## src/hw/rtl/ppc_pkg.sv

```systemverilog
// Shared types and constants of the position PID controller.
// Holds datapath widths, register reset values, register and state codes.
// No dependencies.
`default_nettype none

package ppc_pkg;

  localparam int DATA_W     = 32;               // gains and Q16.16 samples
  localparam int FRAC_W     = 16;               // fraction bits of Q16.16
  localparam int ERR_W      = DATA_W + 1;       // exact difference of two samples
  localparam int ESUM_W     = ERR_W + 1;        // current plus previous error
  localparam int INTEG_W    = 48;               // stored integral, Q32.16
  localparam int MCAND_W    = INTEG_W + 1;      // widest signed multiplicand
  localparam int DIGIT_W    = 4;                // multiplier bits taken per cycle
  localparam int NUM_DIGITS = DATA_W / DIGIT_W;
  localparam int CNT_W      = $clog2(NUM_DIGITS);
  localparam int H_W        = MCAND_W + DIGIT_W; // partial product register
  localparam int SUM_W      = 82;               // exact sum of the three products
  localparam int CFG_IDX_W  = 2;

  localparam logic [DATA_W-1:0] KP_RESET  = 32'd6553600;
  localparam logic [DATA_W-1:0] KI_RESET  = 32'd6553600;
  localparam logic [DATA_W-1:0] KD_RESET  = 32'd917504;
  localparam logic [DATA_W-1:0] HPF_RESET = 32'd1073742;

  localparam logic [SUM_W-1:0]   ROUND_BIAS = SUM_W'(1) << (FRAC_W - 1);
  localparam logic [DATA_W-1:0]  DRIVE_MAX  = {1'b0, {(DATA_W-1){1'b1}}};
  localparam logic [DATA_W-1:0]  DRIVE_MIN  = {1'b1, {(DATA_W-1){1'b0}}};
  localparam logic [INTEG_W-1:0] INTEG_MAX  = {1'b0, {(INTEG_W-1){1'b1}}};
  localparam logic [INTEG_W-1:0] INTEG_MIN  = {1'b1, {(INTEG_W-1){1'b0}}};

  typedef enum logic [CFG_IDX_W-1:0] {
    REG_KP,
    REG_KI,
    REG_KD,
    REG_HPF
  } cfg_reg_e;

  typedef enum logic [2:0] {
    ST_IDLE,
    ST_SETUP,
    ST_MUL,
    ST_ACCUM,
    ST_OUT
  } state_e;

  // Products in the order they are formed: the integral increment comes first
  typedef enum logic [1:0] {
    TERM_INC,
    TERM_P,
    TERM_D,
    TERM_I
  } term_e;

endpackage

`default_nettype wire

```

## src/hw/rtl/pid_position_controller.sv

```systemverilog
// Position PID controller with trapezoidal integral, Q16.16, one shared
// digit-serial multiplier (4 multiplier bits per cycle). Uses ppc_pkg.
// Each input transaction runs four products through the setup, digit and
// accumulate states, then an output state that waits for a free output.
// With the single digit-serial unit, one item is in flight at a time.
// Reset clears gains to their defaults, integral and previous error to zero.
`default_nettype none

module pid_position_controller (
  input  wire                                 clk_i,
  input  wire                                 rst_ni,
  input  wire                                 in_valid_i,
  output logic                                in_ready_o,
  input  wire  signed [ppc_pkg::DATA_W-1:0]   position_target_i,
  input  wire  signed [ppc_pkg::DATA_W-1:0]   position_measured_i,
  input  wire  signed [ppc_pkg::DATA_W-1:0]   rate_target_i,
  input  wire  signed [ppc_pkg::DATA_W-1:0]   rate_measured_i,
  output logic                                out_valid_o,
  input  wire                                 out_ready_i,
  output logic signed [ppc_pkg::DATA_W-1:0]   drive_value_o,
  output logic                                saturated_o,
  input  wire                                 cfg_valid_i,
  output logic                                cfg_ready_o,
  input  wire         [ppc_pkg::CFG_IDX_W-1:0] cfg_index_i,
  input  wire         [ppc_pkg::DATA_W-1:0]   cfg_data_i
);

  import ppc_pkg::*;

  state_e state_q, state_d;
  term_e  term_q;

  logic [CNT_W-1:0]  cnt_q;
  logic              out_valid_q;
  logic [DATA_W-1:0] kp_q, ki_q, kd_q, hpf_q;

  logic signed [INTEG_W-1:0] integ_q;
  logic signed [ERR_W-1:0]   prev_q;

  logic signed [ERR_W-1:0]   err_q, rerr_q;
  logic signed [MCAND_W-1:0] mcand_q, mcand_d;
  logic [DATA_W-1:0]         mult_q, mult_d;
  logic signed [H_W-1:0]     h_q;
  logic [DATA_W-1:0]         l_q;
  logic [SUM_W-1:0]          sum_q;
  logic                      sign_q, sat_q;
  logic [DATA_W-1:0]         drive_q;
  logic                      sat_out_q;

  logic                 in_accept, out_free;
  logic [ESUM_W-1:0]    esum, esum_mag;
  logic [DIGIT_W-1:0]   digit;
  logic signed [H_W-1:0] pp, psum;
  logic [INTEG_W:0]     inc_mag, inc_add, integ_wide;
  logic                 inc_cin, integ_ovf;
  logic [INTEG_W-1:0]   integ_d;
  logic [SUM_W-1:0]     product;
  logic [SUM_W-INTEG_W:0] sum_upper;
  logic                 fits;
  logic [DATA_W-1:0]    drive_d;

  assign cfg_ready_o   = 1'b1;
  assign out_valid_o   = out_valid_q;
  assign drive_value_o = drive_q;
  assign saturated_o   = sat_out_q;

  assign in_accept = in_valid_i && in_ready_o;
  assign out_free  = !out_valid_q || out_ready_i;

  // Control
  always_ff @(posedge clk_i or negedge rst_ni) begin
    if (!rst_ni) begin
      state_q <= ST_IDLE;
    end else begin
      state_q <= state_d;
    end
  end

  always_comb begin
    state_d    = state_q;
    in_ready_o = 1'b0;
    case (state_q)
      ST_IDLE: begin
        in_ready_o = 1'b1;
        if (in_valid_i) state_d = ST_SETUP;
      end
      ST_SETUP: begin
        state_d = ST_MUL;
      end
      ST_MUL: begin
        if (cnt_q == CNT_W'(NUM_DIGITS - 1)) state_d = ST_ACCUM;
      end
      ST_ACCUM: begin
        state_d = (term_q == TERM_I) ? ST_OUT : ST_SETUP;
      end
      ST_OUT: begin
        if (out_free) state_d = ST_IDLE;
      end
      default: begin
        state_d = ST_IDLE;
      end
    endcase
  end

  // Error sum and its magnitude; the increment is rounded on the magnitude
  assign esum     = {err_q[ERR_W-1], err_q} + {prev_q[ERR_W-1], prev_q};
  assign esum_mag = esum[ESUM_W-1] ? (ESUM_W'(0) - esum) : esum;

  always_comb begin
    case (term_q)
      TERM_INC: begin
        mcand_d = MCAND_W'(esum_mag);
        mult_d  = hpf_q;
      end
      TERM_P: begin
        mcand_d = MCAND_W'(err_q);
        mult_d  = kp_q;
      end
      TERM_D: begin
        mcand_d = MCAND_W'(rerr_q);
        mult_d  = kd_q;
      end
      TERM_I: begin
        mcand_d = MCAND_W'(integ_q);
        mult_d  = ki_q;
      end
      default: begin
        mcand_d = '0;
        mult_d  = '0;
      end
    endcase
  end

  // One digit of the multiplier against the full multiplicand per cycle
  assign digit = mult_q[DIGIT_W-1:0];
  assign pp    = H_W'($signed({1'b0, digit}) * mcand_q);
  assign psum  = h_q + pp;

  // Increment magnitude = high word plus the rounding carry from the low word
  assign inc_mag    = h_q[INTEG_W:0];
  assign inc_add    = sign_q ? ~inc_mag : inc_mag;
  assign inc_cin    = sign_q ? ~l_q[DATA_W-1] : l_q[DATA_W-1];
  assign integ_wide = {integ_q[INTEG_W-1], integ_q} + inc_add + (INTEG_W + 1)'(inc_cin);
  assign integ_ovf  = integ_wide[INTEG_W] ^ integ_wide[INTEG_W-1];
  assign integ_d    = integ_ovf ? (integ_wide[INTEG_W] ? INTEG_MIN : INTEG_MAX)
                                : integ_wide[INTEG_W-1:0];

  assign product = {h_q[SUM_W-DATA_W-1:0], l_q};

  // Output fits when the rounded sum lies in the signed 48-bit range
  assign sum_upper = sum_q[SUM_W-1:INTEG_W-1];
  assign fits      = (&sum_upper) | ~(|sum_upper);
  assign drive_d   = fits ? sum_q[FRAC_W+DATA_W-1:FRAC_W]
                          : (sum_q[SUM_W-1] ? DRIVE_MIN : DRIVE_MAX);

  always_ff @(posedge clk_i or negedge rst_ni) begin
    if (!rst_ni) begin
      term_q      <= TERM_INC;
      cnt_q       <= '0;
      out_valid_q <= 1'b0;
      kp_q        <= KP_RESET;
      ki_q        <= KI_RESET;
      kd_q        <= KD_RESET;
      hpf_q       <= HPF_RESET;
      integ_q     <= '0;
      prev_q      <= '0;
    end else begin
      if (cfg_valid_i) begin
        case (cfg_reg_e'(cfg_index_i))
          REG_KP:  kp_q  <= cfg_data_i;
          REG_KI:  ki_q  <= cfg_data_i;
          REG_KD:  kd_q  <= cfg_data_i;
          REG_HPF: hpf_q <= cfg_data_i;
          default: ;
        endcase
      end
      // Load a new result, or drop the one just taken
      if (state_q == ST_OUT && out_free) begin
        out_valid_q <= 1'b1;
      end else if (out_valid_q && out_ready_i) begin
        out_valid_q <= 1'b0;
      end
      case (state_q)
        ST_IDLE: begin
          if (in_valid_i) term_q <= TERM_INC;
        end
        ST_SETUP: begin
          cnt_q <= '0;
          // Store the current error once the sum with the old one is taken
          if (term_q == TERM_INC) prev_q <= err_q;
        end
        ST_MUL: begin
          cnt_q <= cnt_q + CNT_W'(1);
        end
        ST_ACCUM: begin
          if (term_q == TERM_INC) integ_q <= integ_d;
          case (term_q)
            TERM_INC: term_q <= TERM_P;
            TERM_P:   term_q <= TERM_D;
            TERM_D:   term_q <= TERM_I;
            default:  term_q <= TERM_INC;
          endcase
        end
        default: ;
      endcase
    end
  end

  // Datapath, no reset
  always_ff @(posedge clk_i) begin
    if (in_accept) begin
      err_q  <= ERR_W'(position_target_i) - ERR_W'(position_measured_i);
      rerr_q <= ERR_W'(rate_target_i) - ERR_W'(rate_measured_i);
      sum_q  <= ROUND_BIAS;
      sat_q  <= 1'b0;
    end
    case (state_q)
      ST_SETUP: begin
        mcand_q <= mcand_d;
        mult_q  <= mult_d;
        h_q     <= '0;
        if (term_q == TERM_INC) sign_q <= esum[ESUM_W-1];
      end
      ST_MUL: begin
        h_q    <= psum >>> DIGIT_W;
        l_q    <= {psum[DIGIT_W-1:0], l_q[DATA_W-1:DIGIT_W]};
        mult_q <= mult_q >> DIGIT_W;
      end
      ST_ACCUM: begin
        if (term_q == TERM_INC) begin
          sat_q <= integ_ovf;
        end else begin
          sum_q <= sum_q + product;
        end
      end
      ST_OUT: begin
        if (out_free) begin
          drive_q   <= drive_d;
          sat_out_q <= sat_q | ~fits;
        end
      end
      default: ;
    endcase
  end

endmodule

`default_nettype wire

```

## config.mk

```make
export PLATFORM = sky130hd
export DESIGN_NAME = pid_position_controller
export DESIGN_NICKNAME = d
export VERILOG_FILES = /design/src/hw/rtl/ppc_pkg.sv /design/src/hw/rtl/pid_position_controller.sv
export SDC_FILE = /design/constraint.sdc
export NUM_CORES = 2
export LEC_CHECK = 0
export ABC_AREA = 0
export BUFFER_PORTS_ARGS = -buffer_cell sky130_fd_sc_hd__buf_2
export CAP_MARGIN = 20
export CELL_PAD_IN_SITES_DETAIL_PLACEMENT = 1
export CELL_PAD_IN_SITES_GLOBAL_PLACEMENT = 2
export CORE_ASPECT_RATIO = 0.6
export CORE_MARGIN = 1
export CORE_UTILIZATION = 43
export DETAILED_ROUTE_END_ITERATION = 10
export HOLD_SLACK_MARGIN = 0.05
export PLACE_DENSITY_LB_ADDON = 0.1
export SLEW_MARGIN = 20
export SYNTH_ARGS = -nofsm -noshare
export SYNTH_HDL_FRONTEND = slang
export SYNTH_SLANG_ARGS = --single-unit
```

## constraint.sdc

```tcl
create_clock -name clk_i -period 16.8 [get_ports clk_i]
set_input_delay 1.68 -clock clk_i [delete_from_list [all_inputs] [get_ports clk_i]]
set_output_delay 1.68 -clock clk_i [all_outputs]
set_load 0.01 [all_outputs]
```

# Yosys cells after proc, flatten, opt, wreduce, memory -nomap -nowiden
# Index checks and enable logic that the tools add are counted.
[classes] addsub=9 n_mul=1 n_eq_ne=14 n_mux=29 bitwise_logic=7 reduce_logical=22
[ops] op="82-bit 2-to-1 mux" count=3
[ops] op="49-bit one-hot mux with 4 select lines" count=1
[ops] op="32-bit one-hot mux with 4 select lines" count=1
[ops] op="53-bit one-hot mux with 2 select lines" count=1
[ops] op="48-bit 2-to-1 mux" count=2
[ops] op="82-bit adder" count=1
[ops] op="32-bit by 32-bit subtractor with 33-bit output" count=2
[ops] op="32-bit 2-to-1 mux" count=2
[ops] op="32-bit one-hot mux with 2 select lines" count=1
[ops] op="53-bit adder" count=1
[ops] op="5-bit by 49-bit multiplier with 53-bit output" count=1
[ops] op="49-bit by 1-bit adder with 49-bit output" count=1
[ops] op="49-bit adder" count=1
[ops] op="49-bit 2-to-1 mux" count=1
[ops] op="49-bit inverter" count=1
[ops] op="35-bit AND reduction" count=1
[ops] op="35-bit OR reduction" count=1
[ops] op="33-bit by 33-bit adder with 34-bit output" count=1
[ops] op="34-bit 2-to-1 mux" count=1
[ops] op="1-bit by 34-bit subtractor with 34-bit output (first input constant)" count=1
[ops] op="2-bit AND reduction" count=8
[ops] op="3-bit one-hot mux with 5 select lines" count=1
[ops] op="3-bit 2-to-1 mux" count=4
[ops] op="2-bit == test (second input constant)" count=4
[ops] op="other kinds (21)" count=40
[totals] ff_bits=567 in_bits=167 out_inout_bits=36

# Longest topological paths before layout
[depth] depth_word=7 depth_mapped=22 depth_no_buf=19

# Worst setup path before layout
# Ideal clock, no wire load.
[synth_path] path_type="register to register" from="register state_q[0]" to="register h_q[0] (enable)" arrival_time_ns=6.489 slack_ns=9.877 stages_incl_launch_ff=5 path_buffers=1 period_less_slack_ns=6.923 cell_sequence="dfrtp_1 > clkbuf_1 > nor3b_1 > nor2_1 > inv_1"
[synth_via] elab_chain_len=2
[synth_lines] element="from (decl)" line="pid_position_controller.sv:30" source="state_e state_q, state_d;"
[synth_lines] element="from (signal assigned)" line="pid_position_controller.sv:75" source="state_q <= state_d;"
[synth_lines] element="3-bit by 1-bit == test with 1-bit output / 3-bit by 2-bit == test with 1-bit output (equally long branches)" line="pid_position_controller.sv:217" source="case (state_q)"
[synth_lines] element="2-bit nonzero test (no source line) *"
[synth_lines] element="to (signal assigned)" line="pid_position_controller.sv:225" source="h_q <= psum >>> DIGIT_W;"
[synth_lines] element="to (decl)" line="pid_position_controller.sv:43" source="logic signed [H_W-1:0] h_q;"
# Mark *: on every way between the ends. The rest lies on a longest branch, timed or not.
# A chain may end at the register's enable or synchronous reset.

# Worst setup path in the final report
[layout_path] from="register mult_q[1]" to="register h_q[45], data pin"
[layout_via] elab_chain_len=3
[layout_lines] element="from (decl)" line="pid_position_controller.sv:42" source="logic [DATA_W-1:0] mult_q, mult_d;"
[layout_lines] element="from (signal assigned)" line="pid_position_controller.sv:220" source="mult_q <= mult_d;"
[layout_lines] element="from (signal assigned)" line="pid_position_controller.sv:227" source="mult_q <= mult_q >> DIGIT_W;"
[layout_lines] element="5-bit by 49-bit multiplier with 53-bit output" line="pid_position_controller.sv:136" source="assign pp = H_W'($signed({1'b0, digit}) * mcand_q);"
[layout_lines] element="53-bit adder" line="pid_position_controller.sv:137" source="assign psum = h_q + pp;"
[layout_lines] element="53-bit one-hot mux with 2 select lines" line="pid_position_controller.sv:217"
# Every way passes these cells.

==> impl_metrics.env <==
export IMPL_postRouteAntennaNets=0
export IMPL_grt_start_max_net_pins=147
export IMPL_hold_path_class="reg -> reg"
export IMPL_num_rows=90
export IMPL_worst_setup_path_end_kind="flip-flop"
export IMPL_grt_pass1_wl_mm=221
export IMPL_mappedNetlistNets=5477
export IMPL_gp_congestion=0.885
export IMPL_routed_via_density=5.79
export IMPL_fin_nets=5559
export IMPL_ys_warnings_count=0
export IMPL_overflow=0
export IMPL_slew_violations=0
export IMPL_clock_tree_root_cell="clkbuf_16"
export IMPL_initial_core_util=0.437
export IMPL_cap_viol_max_count=0
export IMPL_drtIter0Drc=3112
export IMPL_yosys_area_top_type="edfxtp_1"
export IMPL_synth_cell_type_count=95
export IMPL_worstMarginPinSlew_ns=1.23
export IMPL_crit_type="reg -> reg"
export IMPL_synth_top_cell_area_share=0.178
export IMPL_crit_path_cell_trace="buf_4 > nand2_1 > fa_1 > inv_1 > fa_1 > inv_1 > fa_1 > inv_1 > ha_1 > and2_1 > nand3_1 > o31a_1 > o31a_1 > o41ai_1 > a31o_2 > a21oi_1 > o31ai_1 > xnor2_1 > nor2_1"
export IMPL_syn_area_per_cell_sq_um=9.16
export IMPL_cts_tree="done"
export IMPL_cts_sinks=562
export IMPL_period_share=0.380
export IMPL_coreArea_sq_mm=0.101
export IMPL_slowest_delay_ns=0.73
export IMPL_crit_buf_inv=4
export IMPL_die_w_microns=416
export IMPL_cp_depth=19
export IMPL_crit_path_start_kind="flip-flop"
export IMPL_ios=203
export IMPL_clock_latency_ns=0.70
export IMPL_cp_required_ns=17.20
export IMPL_wire_per_inst_microns=22.1
export IMPL_hold_path_depth=0
export IMPL_post_cts_buffers=0
export IMPL_period_minus_slack_ns=6.38
export IMPL_slew_headroom=0.177
export IMPL_r2r_cells=19
export IMPL_path_max_fanout=48
export IMPL_hold_buffers=0
export IMPL_dr_total_vias=36415
export IMPL_synth_edf_count=261
export IMPL_grt_use_total=0.268
export IMPL_path_clk_slew_ns=0.06
export IMPL_synth_seq_cells=562
export IMPL_cts_buffer_depth=3
export IMPL_ys_seq_area_frac=0.339
export IMPL_skew_ns=0.0560
export IMPL_area_growth_pct=9.61
export IMPL_antenna_found_initial=3
export IMPL_final_hold_viol_count=0
export IMPL_critical_path_arrival_ns=6.78
export IMPL_status="completed"
export IMPL_fp_dieH_microns=250
export IMPL_synth_cells=4822
export IMPL_wl_mm=139
export IMPL_layout_drive_gt1_share=0.116
export IMPL_numCtsBuffers=59
export IMPL_setup_viol=0
export IMPL_ctsResizeCount=0
export IMPL_drc_errors=0
export IMPL_synth_top_flop_cell="edfxtp_1"
export IMPL_grt_pass1_vias=37344
export IMPL_synth_async_reset_ratio=0.388
export IMPL_dp_hpwl_mm=107
export IMPL_crit_family="compound AO/OA/AOI/OAI gates"
export IMPL_synth_area_top_cells="edfxtp_1 18%, dfrtp_1 11%, ha_1 9.5%"
export IMPL_die_area_sq_mm=0.104
export IMPL_rsz0062_at_grt="false"
export IMPL_timing_fmax_ghz=0.157
export IMPL_syn_area_sq_mm=0.0442
export IMPL_portBuffers=201
export IMPL_dr_pass1_iters=9
export IMPL_cts_htree_levels=2
export IMPL_slowest_stage="o41ai_1"
export IMPL_finalSetupTns_ns=0
## synthesized netlist by cell type (all sizes together), types with 35 or more instances
library cell,count
nand4,66
nand2,424
nor3,63
edfxtp,261
nand3,123
dfxtp,83
o21bai,52
fa,151
and2,132
nand2b,38
xnor2,173
inv,481
clkbuf,201
o21ai,301
o21a,35
mux2,163
xor2,136
a211oi,39
a21o,137
a21oi,375
dfrtp,201
nor2,291
ha,337
a222oi,64
and3,38
o31ai,46
## area by class of cell
type / instances / area [sq um]
repair buffers: 242 / 1340
multi-input cells: 3558 / 26600
fillers: 11702 / 52700
inverters: 481 / 1810
clock inverters: 32 / 302
clock buffers: 80 / 1670
diodes: 1 / 2.50
well taps: 1334 / 1670
flip-flops and latches: 562 / 15000
## state kept, by name, summed over array words and instances, names as in the netlist
register	count
hpf_q	32
cnt_q	3
drive_value_o	32
kd_q	32
integ_q	48
mcand_q	48
h_q	49
term_q	2
prev_q	33
out_valid_o	1
rerr_q	33
kp_q	32
sum_q	82
sign_q	1
mult_q	32
err_q	33
ki_q	32
saturated_o	1
sat_q	1
l_q	32
state_q	3
## stage by stage
stage	setup WS (ns)	std cells	hold slack, ns	cell area, sq um	util
2_1_floorplan	9.88	4822	0.433	44200	-
3_3_place_gp	10.66	6177	0.446	46400	0.459
3_5_place_dp	10.57	6177	0.450	46400	0.459
4_1_cts	10.53	6289	0.461	48400	0.479
5_1_grt	10.19	6289	0.474	48400	0.479
6_report	10.42	6290	0.461	48400	0.479
## kinds of logic after synthesis
family                   share of synthesized area
adder cells (fa/ha/maj)                      0.167
AND/OR/NAND/NOR                              0.144
flip-flops                                   0.339
buffers and inverters                       0.0600
other                                    0.0000849
AO/OA/AOI/OAI                                0.180
multiplexers                                0.0488
XOR/XNOR                                    0.0615
## routing by layer
metal	GRT usage	vias up	part of all wire
met1	0.432	18116	0.52
met5	0	-	0.000079
li1	-	17235	-
met4	0.0453	2	0.016
met2	0.369	933	0.39
met3	0.0460	129	0.068
## layout by cell type, fill, tap and decap left out, types with 163 or more instances in the layout
cell,count
nand2_1,420
ha_1,333
dfrtp_1,201
mux2_2,163
nor2_1,289
xnor2_1,173
buf_2,200
o21ai_0,294
edfxtp_1,261
a21oi_1,375
inv_1,477
## path summary, 6_finish.rpt
path	startpoint	slack (ns)	to
hold / removal	l_q[12]	0.46	l_q[8]
max in group asynchronous	rst_ni	14.47	kp_q[7]
hold reg to reg	l_q[12]	0.46	l_q[8]
setup / recovery	mult_q[1]	10.42	h_q[45]
setup reg to reg	mult_q[1]	10.42	h_q[45]
min in group asynchronous	rst_ni	1.01	prev_q[19]
Power is left out: the tool's default activity adds up to more than one toggle a clock period on the data nets, which glitch-free logic cannot reach.
